[config.mk]
export PLATFORM = sky130hd
export DESIGN_NAME = polyline_curvature_check
export DESIGN_NICKNAME = d
export VERILOG_FILES = /design/src/rtl/pcc_pkg.sv /design/src/rtl/pcc_regs.sv /design/src/rtl/pcc_ctrl.sv /design/src/rtl/pcc_dp.sv /design/src/rtl/polyline_curvature_check.sv
export VERILOG_INCLUDE_DIRS = /design/src /design/src/rtl
export SDC_FILE = /design/constraint.sdc
export NUM_CORES = 2
export LEC_CHECK = 0
export BUFFER_PORTS_ARGS = -buffer_cell sky130_fd_sc_hd__buf_2
export CORE_MARGIN = 2
export CORE_UTILIZATION = 59
export DETAILED_ROUTE_END_ITERATION = 7
export PLACE_DENSITY = 0.79
export SLEW_MARGIN = 0
export SYNTH_ARGS = -nofsm -noshare
export SYNTH_HDL_FRONTEND = slang
export SYNTH_SLANG_ARGS = --single-unit
[constraint.sdc]
create_clock -name aclk -period 8.6 [get_ports aclk]
set_input_delay 0.86 -clock aclk [delete_from_list [all_inputs] [get_ports aclk]]
set_output_delay 0.86 -clock aclk [all_outputs]
set_load 0.02 [all_outputs]
[src/rtl/polyline_curvature_check_assert.svh]
// ============================================================================
// Assertion macros for the polyline curvature checker
// Shared property forms, clocked on aclk and disabled during reset.
// ============================================================================
`ifndef POLYLINE_CURVATURE_CHECK_ASSERT_SVH
`define POLYLINE_CURVATURE_CHECK_ASSERT_SVH

// Same-cycle implication.
`define PCC_ASSERT_IMPL(label, ante, cons) \
    label: assert property (@(posedge aclk) disable iff (!aresetn) (ante) |-> (cons)) \
        else $error("pcc: same-cycle check failed");

// Next-cycle implication.
`define PCC_ASSERT_NEXT(label, ante, cons) \
    label: assert property (@(posedge aclk) disable iff (!aresetn) (ante) |=> (cons)) \
        else $error("pcc: next-cycle check failed");

`endif

[src/rtl/pcc_pkg.sv]
// ============================================================================
// pcc_pkg
// Types, widths and constants shared by the polyline curvature checker.
// ============================================================================
`timescale 1ns / 1ps

package pcc_pkg;

    localparam int DIR_W      = 16;
    localparam int LEN_W      = 24;
    localparam int CNT_W      = 16;
    localparam int RAD_W      = 24;
    localparam int MINR_W     = 24;
    localparam int SHORT_W    = 10;
    localparam int ADDR_W     = 3;
    localparam int DATA_W     = 32;
    localparam int MUL_A_W    = 25;
    localparam int MUL_B_W    = 41;
    localparam int PROD_W     = MUL_A_W + MUL_B_W;
    localparam int NSQ_W      = 32;
    localparam int DET_W      = 33;
    localparam int ADET_W     = 32;
    localparam int QUOT_W     = 24;
    localparam int SQ_W       = 50;
    localparam int ROOT_W     = 25;
    localparam int SREM_W     = 28;
    localparam int SQRT_STEPS = SQ_W / 2;
    localparam int MUL_STEPS  = 12;
    localparam int SEQ_W      = 4;

    localparam logic [RAD_W-1:0]  RADIUS_ONES      = {RAD_W{1'b1}};
    localparam logic [MINR_W-1:0] MIN_RADIUS_FLOOR = 24'd1000;
    localparam logic [MINR_W-1:0] MIN_RADIUS_RESET = 24'd150000;
    localparam logic [SHORT_W-1:0] SHORT_RESET     = 10'd10;

    localparam logic REG_MIN_RADIUS   = 1'b0;
    localparam logic REG_SHORT_LENGTH = 1'b1;

    typedef enum logic [3:0] {
        OP_NONE,
        OP_N0_AA,
        OP_N0_BB,
        OP_N1_AA,
        OP_N1_BB,
        OP_M0,
        OP_M1,
        OP_DET_P,
        OP_DET_M,
        OP_X_P,
        OP_X_Q,
        OP_Y_P,
        OP_Y_Q,
        OP_S_X,
        OP_S_Y
    } mul_op_t;

    typedef struct packed {
        logic    load_in;
        mul_op_t op;
        logic    div_init;
        logic    div_step;
        logic    sq_init;
        logic    sq_step;
        logic    out_load;
        logic    out_straight;
    } dp_cmd_t;

    typedef struct packed {
        logic straight_early;
        logic div_ovf;
        logic sq_big;
        logic out_full;
    } dp_status_t;

    function automatic mul_op_t mul_seq(input logic [SEQ_W-1:0] idx);
        mul_op_t op;
        unique case (idx)
            4'd0:    op = OP_N0_AA;
            4'd1:    op = OP_N0_BB;
            4'd2:    op = OP_N1_AA;
            4'd3:    op = OP_N1_BB;
            4'd4:    op = OP_M0;
            4'd5:    op = OP_DET_P;
            4'd6:    op = OP_M1;
            4'd7:    op = OP_DET_M;
            4'd8:    op = OP_X_P;
            4'd9:    op = OP_X_Q;
            4'd10:   op = OP_Y_P;
            4'd11:   op = OP_Y_Q;
            default: op = OP_NONE;
        endcase
        return op;
    endfunction

endpackage

[src/rtl/pcc_regs.sv]
// ============================================================================
// pcc_regs
// APB-style configuration registers: minimum radius and short-segment length limit.
// ============================================================================
`timescale 1ns / 1ps

module pcc_regs (
    input  logic                          aclk,
    input  logic                          aresetn,
    input  logic                          psel,
    input  logic                          penable,
    input  logic                          pwrite,
    input  logic [pcc_pkg::ADDR_W-1:0]    paddr,
    input  logic [pcc_pkg::DATA_W-1:0]    pwdata,
    output logic [pcc_pkg::DATA_W-1:0]    prdata,
    output logic [pcc_pkg::MINR_W-1:0]    min_radius_mm,
    output logic [pcc_pkg::SHORT_W-1:0]   short_length_mm
);
    import pcc_pkg::*;

    logic [MINR_W-1:0]  min_radius_reg;
    logic [SHORT_W-1:0] short_length_reg;
    logic               wr_en;

    assign wr_en = psel & penable & pwrite;

    always_ff @(posedge aclk) begin
        if (!aresetn) begin
            min_radius_reg   <= MIN_RADIUS_RESET;
            short_length_reg <= SHORT_RESET;
        end else if (wr_en) begin
            unique case (paddr[2])
                REG_MIN_RADIUS:   min_radius_reg   <= pwdata[MINR_W-1:0];
                REG_SHORT_LENGTH: short_length_reg <= pwdata[SHORT_W-1:0];
            endcase
        end
    end

    always_comb begin
        unique case (paddr[2])
            REG_MIN_RADIUS:   prdata = DATA_W'(min_radius_reg);
            REG_SHORT_LENGTH: prdata = DATA_W'(short_length_reg);
        endcase
    end

    assign min_radius_mm   = min_radius_reg;
    assign short_length_mm = short_length_reg;

endmodule

[src/rtl/pcc_ctrl.sv]
// ============================================================================
// pcc_ctrl
// Sequencer for one transaction: multiplies, division, square root, result.
// ============================================================================
`timescale 1ns / 1ps

module pcc_ctrl #(
    parameter int DIV_STEPS = 57
) (
    input  logic                 aclk,
    input  logic                 aresetn,
    input  logic                 s_valid,
    output logic                 s_ready,
    input  pcc_pkg::dp_status_t  status,
    output pcc_pkg::dp_cmd_t     cmd
);
    import pcc_pkg::*;

    localparam int STEP_MAX = (DIV_STEPS > SQRT_STEPS) ? DIV_STEPS : SQRT_STEPS;
    localparam int CW       = $clog2(STEP_MAX + 1);

    typedef enum logic [3:0] {
        ST_IDLE,
        ST_MUL,
        ST_MUL_WAIT,
        ST_CHECK,
        ST_DIV,
        ST_DIV_END,
        ST_SQ_X,
        ST_SQ_Y,
        ST_SQ_WAIT,
        ST_SQ_INIT,
        ST_SQRT,
        ST_SQ_END,
        ST_FINISH
    } state_t;

    state_t          state_reg;
    logic [CW-1:0]   cnt_reg;
    logic            straight_reg;

    always_ff @(posedge aclk) begin
        if (!aresetn) begin
            state_reg    <= ST_IDLE;
            cnt_reg      <= '0;
            straight_reg <= 1'b0;
        end else begin
            unique case (state_reg)
                ST_IDLE: begin
                    if (s_valid) begin
                        state_reg    <= ST_MUL;
                        cnt_reg      <= '0;
                        straight_reg <= 1'b0;
                    end
                end
                ST_MUL: begin
                    if (cnt_reg == CW'(MUL_STEPS - 1)) begin
                        state_reg <= ST_MUL_WAIT;
                    end else begin
                        cnt_reg <= cnt_reg + 1'b1;
                    end
                end
                ST_MUL_WAIT: state_reg <= ST_CHECK;
                ST_CHECK: begin
                    cnt_reg <= '0;
                    if (status.straight_early) begin
                        straight_reg <= 1'b1;
                        state_reg    <= ST_FINISH;
                    end else begin
                        state_reg <= ST_DIV;
                    end
                end
                ST_DIV: begin
                    if (cnt_reg == CW'(DIV_STEPS - 1)) begin
                        state_reg <= ST_DIV_END;
                    end else begin
                        cnt_reg <= cnt_reg + 1'b1;
                    end
                end
                ST_DIV_END: begin
                    if (status.div_ovf) begin
                        straight_reg <= 1'b1;
                        state_reg    <= ST_FINISH;
                    end else begin
                        state_reg <= ST_SQ_X;
                    end
                end
                ST_SQ_X:    state_reg <= ST_SQ_Y;
                ST_SQ_Y:    state_reg <= ST_SQ_WAIT;
                ST_SQ_WAIT: state_reg <= ST_SQ_INIT;
                ST_SQ_INIT: begin
                    cnt_reg   <= '0;
                    state_reg <= ST_SQRT;
                end
                ST_SQRT: begin
                    if (cnt_reg == CW'(SQRT_STEPS - 1)) begin
                        state_reg <= ST_SQ_END;
                    end else begin
                        cnt_reg <= cnt_reg + 1'b1;
                    end
                end
                ST_SQ_END: begin
                    straight_reg <= status.sq_big;
                    state_reg    <= ST_FINISH;
                end
                ST_FINISH: begin
                    if (!status.out_full) begin
                        state_reg <= ST_IDLE;
                    end
                end
                default: state_reg <= ST_IDLE;
            endcase
        end
    end

    assign s_ready = (state_reg == ST_IDLE);

    always_comb begin
        cmd              = '0;
        cmd.op           = OP_NONE;
        cmd.load_in      = (state_reg == ST_IDLE) & s_valid;
        cmd.div_init     = (state_reg == ST_CHECK) & ~status.straight_early;
        cmd.div_step     = (state_reg == ST_DIV);
        cmd.sq_init      = (state_reg == ST_SQ_INIT);
        cmd.sq_step      = (state_reg == ST_SQRT);
        cmd.out_load     = (state_reg == ST_FINISH) & ~status.out_full;
        cmd.out_straight = straight_reg;
        if (state_reg == ST_MUL) begin
            cmd.op = mul_seq(cnt_reg[SEQ_W-1:0]);
        end else if (state_reg == ST_SQ_X) begin
            cmd.op = OP_S_X;
        end else if (state_reg == ST_SQ_Y) begin
            cmd.op = OP_S_Y;
        end
    end

endmodule

[src/rtl/pcc_dp.sv]
// ============================================================================
// pcc_dp
// Datapath: shared multiplier, two restoring dividers, integer square root,
// path state and the result register.
// ============================================================================
`timescale 1ns / 1ps

`include "polyline_curvature_check_assert.svh"

module pcc_dp #(
    parameter int DIR_FRAC_BITS = 14,
    parameter int LENGTH_BITS   = 24
) (
    input  logic                          aclk,
    input  logic                          aresetn,
    input  pcc_pkg::dp_cmd_t              cmd,
    output pcc_pkg::dp_status_t           status,
    input  logic signed [pcc_pkg::DIR_W-1:0] s_dir_x,
    input  logic signed [pcc_pkg::DIR_W-1:0] s_dir_y,
    input  logic [pcc_pkg::LEN_W-1:0]     s_seg_length_mm,
    input  logic                          s_first_of_path,
    input  logic [pcc_pkg::MINR_W-1:0]    min_radius_mm,
    input  logic [pcc_pkg::SHORT_W-1:0]   short_length_mm,
    input  logic                          m_ready,
    output logic                          m_valid,
    output logic [pcc_pkg::CNT_W-1:0]     m_point_number,
    output logic                          m_tight_curve,
    output logic [pcc_pkg::RAD_W-1:0]     m_radius_mm,
    output logic                          m_short_segment
);
    import pcc_pkg::*;

    localparam int F    = DIR_FRAC_BITS;
    localparam int MW   = 56 - 2 * F;
    localparam int XW   = 73 - 2 * F;
    localparam int XMW  = 72 - 2 * F;
    localparam int NW   = 71 - F;
    localparam logic [55:0] M_HALF = 56'd1 << (2 * F - 1);
    localparam logic [LEN_W-1:0] LEN_MAX = (LENGTH_BITS >= LEN_W) ? {LEN_W{1'b1}} :
        LEN_W'((64'd1 << LENGTH_BITS) - 64'd1);
    localparam logic [ADET_W-1:0] PAR_LIMIT =
        ADET_W'(((64'd1 << (2 * F)) + 64'd99999) / 64'd100000);

    logic signed [DIR_W-1:0] a0_reg, b0_reg, a1_reg, b1_reg;
    logic [LEN_W-1:0]        l0_reg, l1_reg;
    logic [CNT_W-1:0]        cnt_reg;
    logic                    have_prev_reg;
    logic                    pair_reg;
    logic                    short_reg;

    logic signed [MUL_A_W-1:0] op_a;
    logic signed [MUL_B_W-1:0] op_b;
    logic signed [PROD_W-1:0]  prod_reg;
    mul_op_t                   dst_reg;

    logic [NSQ_W-1:0]        n0_reg, n1_reg;
    logic [MW-1:0]           m0_reg, m1_reg;
    logic signed [DET_W-1:0] det_reg;
    logic signed [XW-1:0]    x_reg, y_reg;
    logic [SQ_W-1:0]         s_reg;
    logic [55:0]             m_sum;

    logic [LEN_W-1:0]        cur_len;
    logic [DET_W-1:0]        det_neg;
    logic [ADET_W-1:0]       adet;
    logic [XW-1:0]           x_neg, y_neg;
    logic [XMW-1:0]          x_mag, y_mag;

    logic [NW-1:0]           dn_reg   [2];
    logic [ADET_W-1:0]       drem_reg [2];
    logic [QUOT_W-1:0]       q_reg    [2];
    logic                    ovf_reg  [2];
    logic [NW-1:0]           dn_next   [2];
    logic [ADET_W-1:0]       drem_next [2];
    logic [QUOT_W-1:0]       q_next    [2];
    logic                    ovf_next  [2];
    logic [ADET_W:0]         drem_sh   [2];

    logic [SQ_W-1:0]         sv_reg;
    logic [ROOT_W-1:0]       root_reg;
    logic [SREM_W-1:0]       srem_reg;
    logic [SREM_W-1:0]       srem_sh;
    logic [SREM_W-1:0]       trial;

    logic [MINR_W-1:0]       min_eff;
    logic [RAD_W-1:0]        radius;
    logic                    m_valid_reg;
    logic [CNT_W-1:0]        pn_reg;
    logic                    tight_reg;
    logic [RAD_W-1:0]        radius_reg;
    logic                    oshort_reg;

    assign cur_len = (s_seg_length_mm > LEN_MAX) ? LEN_MAX : s_seg_length_mm;

    always_ff @(posedge aclk) begin
        if (!aresetn) begin
            a0_reg        <= '0;
            b0_reg        <= '0;
            l0_reg        <= '0;
            cnt_reg       <= '0;
            have_prev_reg <= 1'b0;
        end else begin
            if (cmd.load_in) begin
                have_prev_reg <= 1'b1;
                if (s_first_of_path) begin
                    cnt_reg <= CNT_W'(1);
                end else if (cnt_reg != {CNT_W{1'b1}}) begin
                    cnt_reg <= cnt_reg + 1'b1;
                end
            end
            if (cmd.out_load) begin
                a0_reg <= a1_reg;
                b0_reg <= b1_reg;
                l0_reg <= l1_reg;
            end
        end
    end

    always_ff @(posedge aclk) begin
        if (cmd.load_in) begin
            a1_reg    <= s_dir_x;
            b1_reg    <= s_dir_y;
            l1_reg    <= cur_len;
            pair_reg  <= have_prev_reg & ~s_first_of_path;
            short_reg <= (cur_len < LEN_W'(short_length_mm));
        end
    end

    always_comb begin
        op_a = '0;
        op_b = '0;
        unique case (cmd.op)
            OP_N0_AA: begin op_a = MUL_A_W'(a0_reg); op_b = MUL_B_W'(a0_reg); end
            OP_N0_BB: begin op_a = MUL_A_W'(b0_reg); op_b = MUL_B_W'(b0_reg); end
            OP_N1_AA: begin op_a = MUL_A_W'(a1_reg); op_b = MUL_B_W'(a1_reg); end
            OP_N1_BB: begin op_a = MUL_A_W'(b1_reg); op_b = MUL_B_W'(b1_reg); end
            OP_M0: begin
                op_a = $signed(MUL_A_W'(l0_reg));
                op_b = $signed(MUL_B_W'(n0_reg));
            end
            OP_M1: begin
                op_a = $signed(MUL_A_W'(l1_reg));
                op_b = $signed(MUL_B_W'(n1_reg));
            end
            OP_DET_P: begin op_a = MUL_A_W'(a0_reg); op_b = MUL_B_W'(b1_reg); end
            OP_DET_M: begin op_a = MUL_A_W'(a1_reg); op_b = MUL_B_W'(b0_reg); end
            OP_X_P: begin op_a = MUL_A_W'(b0_reg); op_b = $signed(MUL_B_W'(m1_reg)); end
            OP_X_Q: begin op_a = MUL_A_W'(b1_reg); op_b = $signed(MUL_B_W'(m0_reg)); end
            OP_Y_P: begin op_a = MUL_A_W'(a0_reg); op_b = $signed(MUL_B_W'(m1_reg)); end
            OP_Y_Q: begin op_a = MUL_A_W'(a1_reg); op_b = $signed(MUL_B_W'(m0_reg)); end
            OP_S_X: begin
                op_a = $signed(MUL_A_W'(q_reg[0]));
                op_b = $signed(MUL_B_W'(q_reg[0]));
            end
            OP_S_Y: begin
                op_a = $signed(MUL_A_W'(q_reg[1]));
                op_b = $signed(MUL_B_W'(q_reg[1]));
            end
            default: begin
                op_a = '0;
                op_b = '0;
            end
        endcase
    end

    always_ff @(posedge aclk) begin
        if (!aresetn) begin
            dst_reg <= OP_NONE;
        end else begin
            dst_reg <= cmd.op;
        end
    end

    assign m_sum = prod_reg[55:0] + M_HALF;

    always_ff @(posedge aclk) begin
        prod_reg <= op_a * op_b;
        unique case (dst_reg)
            OP_N0_AA: n0_reg  <= prod_reg[NSQ_W-1:0];
            OP_N0_BB: n0_reg  <= n0_reg + prod_reg[NSQ_W-1:0];
            OP_N1_AA: n1_reg  <= prod_reg[NSQ_W-1:0];
            OP_N1_BB: n1_reg  <= n1_reg + prod_reg[NSQ_W-1:0];
            OP_M0:    m0_reg  <= MW'(m_sum >> (2 * F));
            OP_M1:    m1_reg  <= MW'(m_sum >> (2 * F));
            OP_DET_P: det_reg <= DET_W'(prod_reg);
            OP_DET_M: det_reg <= det_reg - DET_W'(prod_reg);
            OP_X_P:   x_reg   <= XW'(prod_reg);
            OP_X_Q:   x_reg   <= x_reg + XW'(prod_reg);
            OP_Y_P:   y_reg   <= XW'(prod_reg);
            OP_Y_Q:   y_reg   <= y_reg + XW'(prod_reg);
            OP_S_X:   s_reg   <= prod_reg[SQ_W-1:0];
            OP_S_Y:   s_reg   <= s_reg + prod_reg[SQ_W-1:0];
            default:  ;
        endcase
    end

    assign det_neg = -det_reg;
    assign adet    = det_reg[DET_W-1] ? det_neg[ADET_W-1:0] : det_reg[ADET_W-1:0];
    assign x_neg   = -x_reg;
    assign y_neg   = -y_reg;
    assign x_mag   = x_reg[XW-1] ? x_neg[XMW-1:0] : x_reg[XMW-1:0];
    assign y_mag   = y_reg[XW-1] ? y_neg[XMW-1:0] : y_reg[XMW-1:0];

    always_comb begin
        for (int i = 0; i < 2; i++) begin
            drem_sh[i] = {drem_reg[i], dn_reg[i][NW-1]};
            dn_next[i] = {dn_reg[i][NW-2:0], 1'b0};
            ovf_next[i] = ovf_reg[i] | q_reg[i][QUOT_W-1];
            if (drem_sh[i] >= {1'b0, adet}) begin
                drem_next[i] = ADET_W'(drem_sh[i] - {1'b0, adet});
                q_next[i]    = {q_reg[i][QUOT_W-2:0], 1'b1};
            end else begin
                drem_next[i] = drem_sh[i][ADET_W-1:0];
                q_next[i]    = {q_reg[i][QUOT_W-2:0], 1'b0};
            end
        end
    end

    always_ff @(posedge aclk) begin
        if (cmd.div_init) begin
            dn_reg[0]   <= {x_mag, {(F - 1){1'b0}}};
            dn_reg[1]   <= {y_mag, {(F - 1){1'b0}}};
            for (int i = 0; i < 2; i++) begin
                drem_reg[i] <= '0;
                q_reg[i]    <= '0;
                ovf_reg[i]  <= 1'b0;
            end
        end else if (cmd.div_step) begin
            for (int i = 0; i < 2; i++) begin
                dn_reg[i]   <= dn_next[i];
                drem_reg[i] <= drem_next[i];
                q_reg[i]    <= q_next[i];
                ovf_reg[i]  <= ovf_next[i];
            end
        end
    end

    assign srem_sh = {srem_reg[SREM_W-3:0], sv_reg[SQ_W-1:SQ_W-2]};
    assign trial   = SREM_W'({root_reg, 2'b01});

    always_ff @(posedge aclk) begin
        if (cmd.sq_init) begin
            sv_reg   <= s_reg;
            root_reg <= '0;
            srem_reg <= '0;
        end else if (cmd.sq_step) begin
            sv_reg <= {sv_reg[SQ_W-3:0], 2'b00};
            if (srem_sh >= trial) begin
                srem_reg <= srem_sh - trial;
                root_reg <= {root_reg[ROOT_W-2:0], 1'b1};
            end else begin
                srem_reg <= srem_sh;
                root_reg <= {root_reg[ROOT_W-2:0], 1'b0};
            end
        end
    end

    assign status.straight_early = ~pair_reg
                                 | (l0_reg < LEN_W'(short_length_mm))
                                 | (l1_reg < LEN_W'(short_length_mm))
                                 | (adet < PAR_LIMIT);
    assign status.div_ovf  = ovf_reg[0] | ovf_reg[1];
    assign status.sq_big   = (root_reg >= ROOT_W'(RADIUS_ONES));
    assign status.out_full = m_valid_reg & ~m_ready;

    assign min_eff = (min_radius_mm < MIN_RADIUS_FLOOR) ? MIN_RADIUS_FLOOR : min_radius_mm;
    assign radius  = cmd.out_straight ? RADIUS_ONES : root_reg[RAD_W-1:0];

    always_ff @(posedge aclk) begin
        if (!aresetn) begin
            m_valid_reg <= 1'b0;
        end else if (cmd.out_load) begin
            m_valid_reg <= 1'b1;
        end else if (m_ready) begin
            m_valid_reg <= 1'b0;
        end
    end

    always_ff @(posedge aclk) begin
        if (cmd.out_load) begin
            pn_reg     <= cnt_reg;
            radius_reg <= radius;
            tight_reg  <= ~cmd.out_straight & (radius < min_eff);
            oshort_reg <= short_reg;
        end
    end

    assign m_valid         = m_valid_reg;
    assign m_point_number  = pn_reg;
    assign m_tight_curve   = tight_reg;
    assign m_radius_mm     = radius_reg;
    assign m_short_segment = oshort_reg;

    `PCC_ASSERT_NEXT(a_load_gives_valid, cmd.out_load, m_valid_reg)
    `PCC_ASSERT_IMPL(a_tight_not_ones, m_valid_reg && tight_reg, radius_reg != RADIUS_ONES)
    `PCC_ASSERT_IMPL(a_div_nonzero, cmd.div_step, adet >= PAR_LIMIT)

endmodule

[src/rtl/polyline_curvature_check.sv]
// ============================================================================
// polyline_curvature_check
// Curve radius between consecutive path segments, with tight-curve and
// short-segment flags.
// ============================================================================
// Channel   Direction  Handshake          Payload
// s_        in         s_valid / s_ready  dir_x, dir_y, seg_length_mm, first_of_path
// m_        out        m_valid / m_ready  point_number, tight_curve, radius_mm,
//                                         short_segment
// apb       in         psel/penable       min_radius_mm (0x0), short_length_mm (0x4)
//
// A transaction ends early when the pair counts as straight before the
// division, or when a centre coordinate saturates; otherwise it runs on
// through the square root.
// Its length is set by the shared multiplier sequence, the bit-serial dividers
// and the 25-step square root. One transaction is processed at a time.
// A finished result waits in the output register while the next transaction
// is accepted. Reset is synchronous and active low.
// ============================================================================
`timescale 1ns / 1ps

module polyline_curvature_check #(
    parameter int DIR_FRAC_BITS = 14,
    parameter int LENGTH_BITS   = 24
) (
    input  logic                               aclk,
    input  logic                               aresetn,
    input  logic                               s_valid,
    output logic                               s_ready,
    input  logic signed [pcc_pkg::DIR_W-1:0]   s_dir_x,
    input  logic signed [pcc_pkg::DIR_W-1:0]   s_dir_y,
    input  logic [pcc_pkg::LEN_W-1:0]          s_seg_length_mm,
    input  logic                               s_first_of_path,
    output logic                               m_valid,
    input  logic                               m_ready,
    output logic [pcc_pkg::CNT_W-1:0]          m_point_number,
    output logic                               m_tight_curve,
    output logic [pcc_pkg::RAD_W-1:0]          m_radius_mm,
    output logic                               m_short_segment,
    input  logic                               psel,
    input  logic                               penable,
    input  logic                               pwrite,
    input  logic [pcc_pkg::ADDR_W-1:0]         paddr,
    input  logic [pcc_pkg::DATA_W-1:0]         pwdata,
    output logic [pcc_pkg::DATA_W-1:0]         prdata,
    output logic                               pready
);
    import pcc_pkg::*;

    dp_cmd_t            cmd;
    dp_status_t         status;
    logic [MINR_W-1:0]  min_radius_mm;
    logic [SHORT_W-1:0] short_length_mm;

    assign pready = 1'b1;

    pcc_regs u_regs (
        .aclk            (aclk),
        .aresetn         (aresetn),
        .psel            (psel),
        .penable         (penable),
        .pwrite          (pwrite),
        .paddr           (paddr),
        .pwdata          (pwdata),
        .prdata          (prdata),
        .min_radius_mm   (min_radius_mm),
        .short_length_mm (short_length_mm)
    );

    pcc_ctrl #(
        .DIV_STEPS (71 - DIR_FRAC_BITS)
    ) u_ctrl (
        .aclk    (aclk),
        .aresetn (aresetn),
        .s_valid (s_valid),
        .s_ready (s_ready),
        .status  (status),
        .cmd     (cmd)
    );

    pcc_dp #(
        .DIR_FRAC_BITS (DIR_FRAC_BITS),
        .LENGTH_BITS   (LENGTH_BITS)
    ) u_dp (
        .aclk            (aclk),
        .aresetn         (aresetn),
        .cmd             (cmd),
        .status          (status),
        .s_dir_x         (s_dir_x),
        .s_dir_y         (s_dir_y),
        .s_seg_length_mm (s_seg_length_mm),
        .s_first_of_path (s_first_of_path),
        .min_radius_mm   (min_radius_mm),
        .short_length_mm (short_length_mm),
        .m_ready         (m_ready),
        .m_valid         (m_valid),
        .m_point_number  (m_point_number),
        .m_tight_curve   (m_tight_curve),
        .m_radius_mm     (m_radius_mm),
        .m_short_segment (m_short_segment)
    );

endmodule

==> summary.txt <==
Setup path
  • Slowest CP cell: fa_1
  • CP max stage delay: 0.55 ns
  • RR Endpoint: u_dp.prod_reg[39]
  • Cell mode on critical path: fa_1
  • Depth of the worst register-to-register path: 37
  • Arrival time at the worst endpoint: 9.78 ns
  • R2R Path Start: u_ctrl.state_reg[1]
  • CP Launch Type: register
  • Critical Path RT: 9.24 ns
  • R2R setup slack: -0.54 ns
  • CP Capture Type: register
  • Crit Path Max Fanout: 8
  • Setup crit start: u_ctrl.state_reg[1]
  • CP Capture Point: u_dp.prod_reg[39]
  • Setup CP Type: reg2reg

Pwr
  • Pwr Density: 122.7 mW/mm2
  • Pint: 8.246 mW
  • Logic pwr share: 21.7%
  • Switching Fraction: 30.75%
  • Leak Pwr: 43.46 nW
  • Psw: 3.662 mW
  • Peak VDD IR: 224.6 uV
  • Seq pwr share: 43.3%
  • Clk pwr share: 34.9%
  • Total power: 11.91 mW

Place
  • Pre-CTS setup slack: -0.9168 ns
  • Placed Instances: 11243
  • Post-DP HPWL: 194100 um
  • Post-DP Area: 0.09098 mm2
  • Global placer's final weighted congestion: 1.021
  • Port Buffer Count: 156

Finish
  • Filler cells: 10136
  • Max reg flops: 88
  • Syn-to-layout area delta: 17.48%
  • Fin area: 0.09708 mm2
  • Register area: 0.02407 mm2
  • Layout cells sized above 1: 16.29%
  • Final #Nets: 11066
  • Area of the multi-input gates: 0.05483 mm2
  • Cell Count, Final, Fillers Out: 11558

Run status
  • Failing checks: setup timing
  • Status: complete, but fails checks

STA
  • Final Cycle Share: 106.3%
  • Final Max Slew Viols: 0
  • Setup ws final: -0.5404 ns
  • Worst slew pin tran: 1.153 ns
  • Slew HR: 22.13%
  • FMAX: 109.4 MHz
  • RSZ-0062 raised after global routing: true
  • Final hold vios: 0
  • Endpoints failing setup: 24
  • Clock period minus worst slack: 9.140 ns
  • Final hold slack: 0.3340 ns
  • Worst Skew: 0.03303 ns

Clock network
  • CTS Sinks: 879
  • CTS tree: yes
  • Skew-Pair Late Insertion Delay: 0.71 ns
  • Clock buffer count from CTS: 88
  • Hold buffer count at cts: 0
  • Root Driver: clkbuf_16
  • Longest Clk Path Bufs: 3
  • H-tree depth: 3
  • Clk pin slew, worst setup/hold paths: 0.07 ns

Floorplan
  • Die Ht: 378.2 um
  • Starting Density: 59.37%
  • Horiz. Die Dim: 378.2 um
  • Area of the core: 0.1392 mm2
  • Die area: 0.1431 mm2
  • # IOs: 176
  • FP Rows: 137

Logic synthesis
  • #FFs+latches synth: 879
  • Dominant synthesized flop cell: edfxtp_1
  • Post-synth cell types: 91
  • Syn Inst Count: 8919
  • EDFF count, synth: 645
  • Post-synth top area share: 23.44%
  • Syn_area_per_cell: 9.265 um2
  • Synth top area cells: edfxtp_1, fa_1, ha_1
  • Register area share after synthesis: 29.11%
  • Ys Warns: 0
  • Post-synth top area cell: edfxtp_1
  • Synth async-reset ratio: 0%
  • Synthesized area: 0.08263 mm2

GRT
  • Overflow after GRT: 0
  • Vias in the first global route: 70367
  • Largest net degree at the start of global routing: 122
  • Initial antenna violation count: 10
  • First-pass GRT wire length: 396200 um
  • Tot GR Track Use: 35.85%

Detailed routing
  • DRC viols: 0
  • First-pass DRT Iterations: 8
  • Via Count: 70766
  • Post-DR wirelength/cell: 22.51 um
  • Wirelength, routed: 260200 um
  • Via density: 6.123
  • Final ANT Viol Nets: 0
  • Drt initial violations: 7390

Worst hold path
  • Min-Delay Path Class: in2reg
  • Hold_sp: s_dir_x[2]

Flow run
  • Number of max-cap violations: 0
-- layer usage --
metal / part of all wire (%) / GRT usage, % / vias to the layer above / wire, um
met4: 6.7 / 19.50 / 4 / 17320
met1: 38 / 46.63 / 34695 / 98820
met2: 45 / 55.45 / 3659 / 115900
met3: 11 / 8.543 / 879 / 28120
met5: 0.010 / 0 / - / 26
li1: - / - / 31529 / -
-- how the worst min path moves through the flow --
stage | depth (start not counted) | slack [ns] | end
6_report | 1 | 0.33 | u_dp.a1_reg[2]
5_1_grt | 1 | 0.31 | u_dp.a1_reg[2]
4_1_cts | 1 | 0.30 | u_dp.a1_reg[2]
3_5_place_dp | 0 | 0.41 | u_dp.m_short_segment
3_3_place_gp | 0 | 0.40 | u_dp.m_short_segment
2_1_floorplan | 0 | 0.40 | u_dp.m_short_segment
-- Yosys cell counts (all sizes together) (64+ instances only) --
library cell  count
ha              535
o21ai           580
and3            114
nand2b           96
a21oi           344
edfxtp          645
xor2            258
clkbuf          370
nor2b            67
nand2          1237
mux2             70
nor2            714
nor3             88
xnor2           242
a21o            216
a22oi            77
a21boi          108
fa              832
inv            1071
nand3           125
nand4            64
dfxtp           234
-- worst max-delay path, delay by kind of cell, from the launching register on --
| family | cells | cell delay [ns] |
|---|---|---|
| DFF | 1 | 0.39 |
| xor gates and xnor gates | 1 | 0.12 |
| and+or+nand+nor | 7 | 1.14 |
| AOI/OAI and AO/OA | 11 | 2.38 |
| buffers and inverters | 10 | 1.35 |
| adders and majority gates | 8 | 3.65 |
-- power by group through the flow --
stage / Clock, mW / Combinational (mW) / Sequential, mW
floorplan: 0 / 1.48 / 5.12
global placement: 0 / 2.23 / 5.21
global route: 4.33 / 2.77 / 5.17
finish: 4.16 / 2.59 / 5.16
CTS: 4.17 / 2.45 / 5.13
detailed placement: 0 / 2.30 / 5.21
-- repair_timing --
item                       4_1_cts  5_1_grt
buffers inserted                93       39
setup endpoints to repair       32       33
gates resized for setup        216      163
pin swaps                      128      115
cloned                           8        8
-- layout make-up --
type                            instances  share of cell area [%]
Multi-Input combinational cell       6576                   56.48
Sequential cell                       879                   24.79
Timing Repair Buffer                  981                   8.994
Inverter                             1074                   4.164
Clock buffer                          111                   2.529
Tap cell                             1876                   2.418
Clock inverter                         55                  0.6122
Antenna cell                            6                 0.01547
-- cells in the final DEF (no fill, tap or decap), types with 237 or more instances in the layout --
cell / instances
buf_4: 636
o21ai_0: 553
a21oi_1: 316
inv_1: 1054
edfxtp_1: 645
fa_1: 806
nor2_1: 672
xnor2_1: 237
xor2_1: 258
ha_1: 517
nand2_1: 1211
-- logic make-up (layout without fill, tap and decap cells) --
family | count (synthesis) | in the layout | share of synthesized area [%]
simple gates | 2724 | 2727 | 14.60
compound gates | 1856 | 1856 | 14.45
fa+ha+maj | 1367 | 1367 | 28.26
other cells | 2 | 15 | 0.009088
flops | 879 | 879 | 29.11
buf+inv | 1474 | 2221 | 6.747
xor+xnor | 500 | 500 | 5.299
mux | 117 | 117 | 1.523
-- stage by stage --
stage | util (%) | setup TNS, ns
floorplan | - | -0.01290
global placement | 65.36 | -11.40
detailed placement | 65.36 | -14.88
CTS | 68.90 | -1.988
global route | 69.74 | -13.94
finish | 69.75 | -8.474
(Power assumes the default switching activity.)
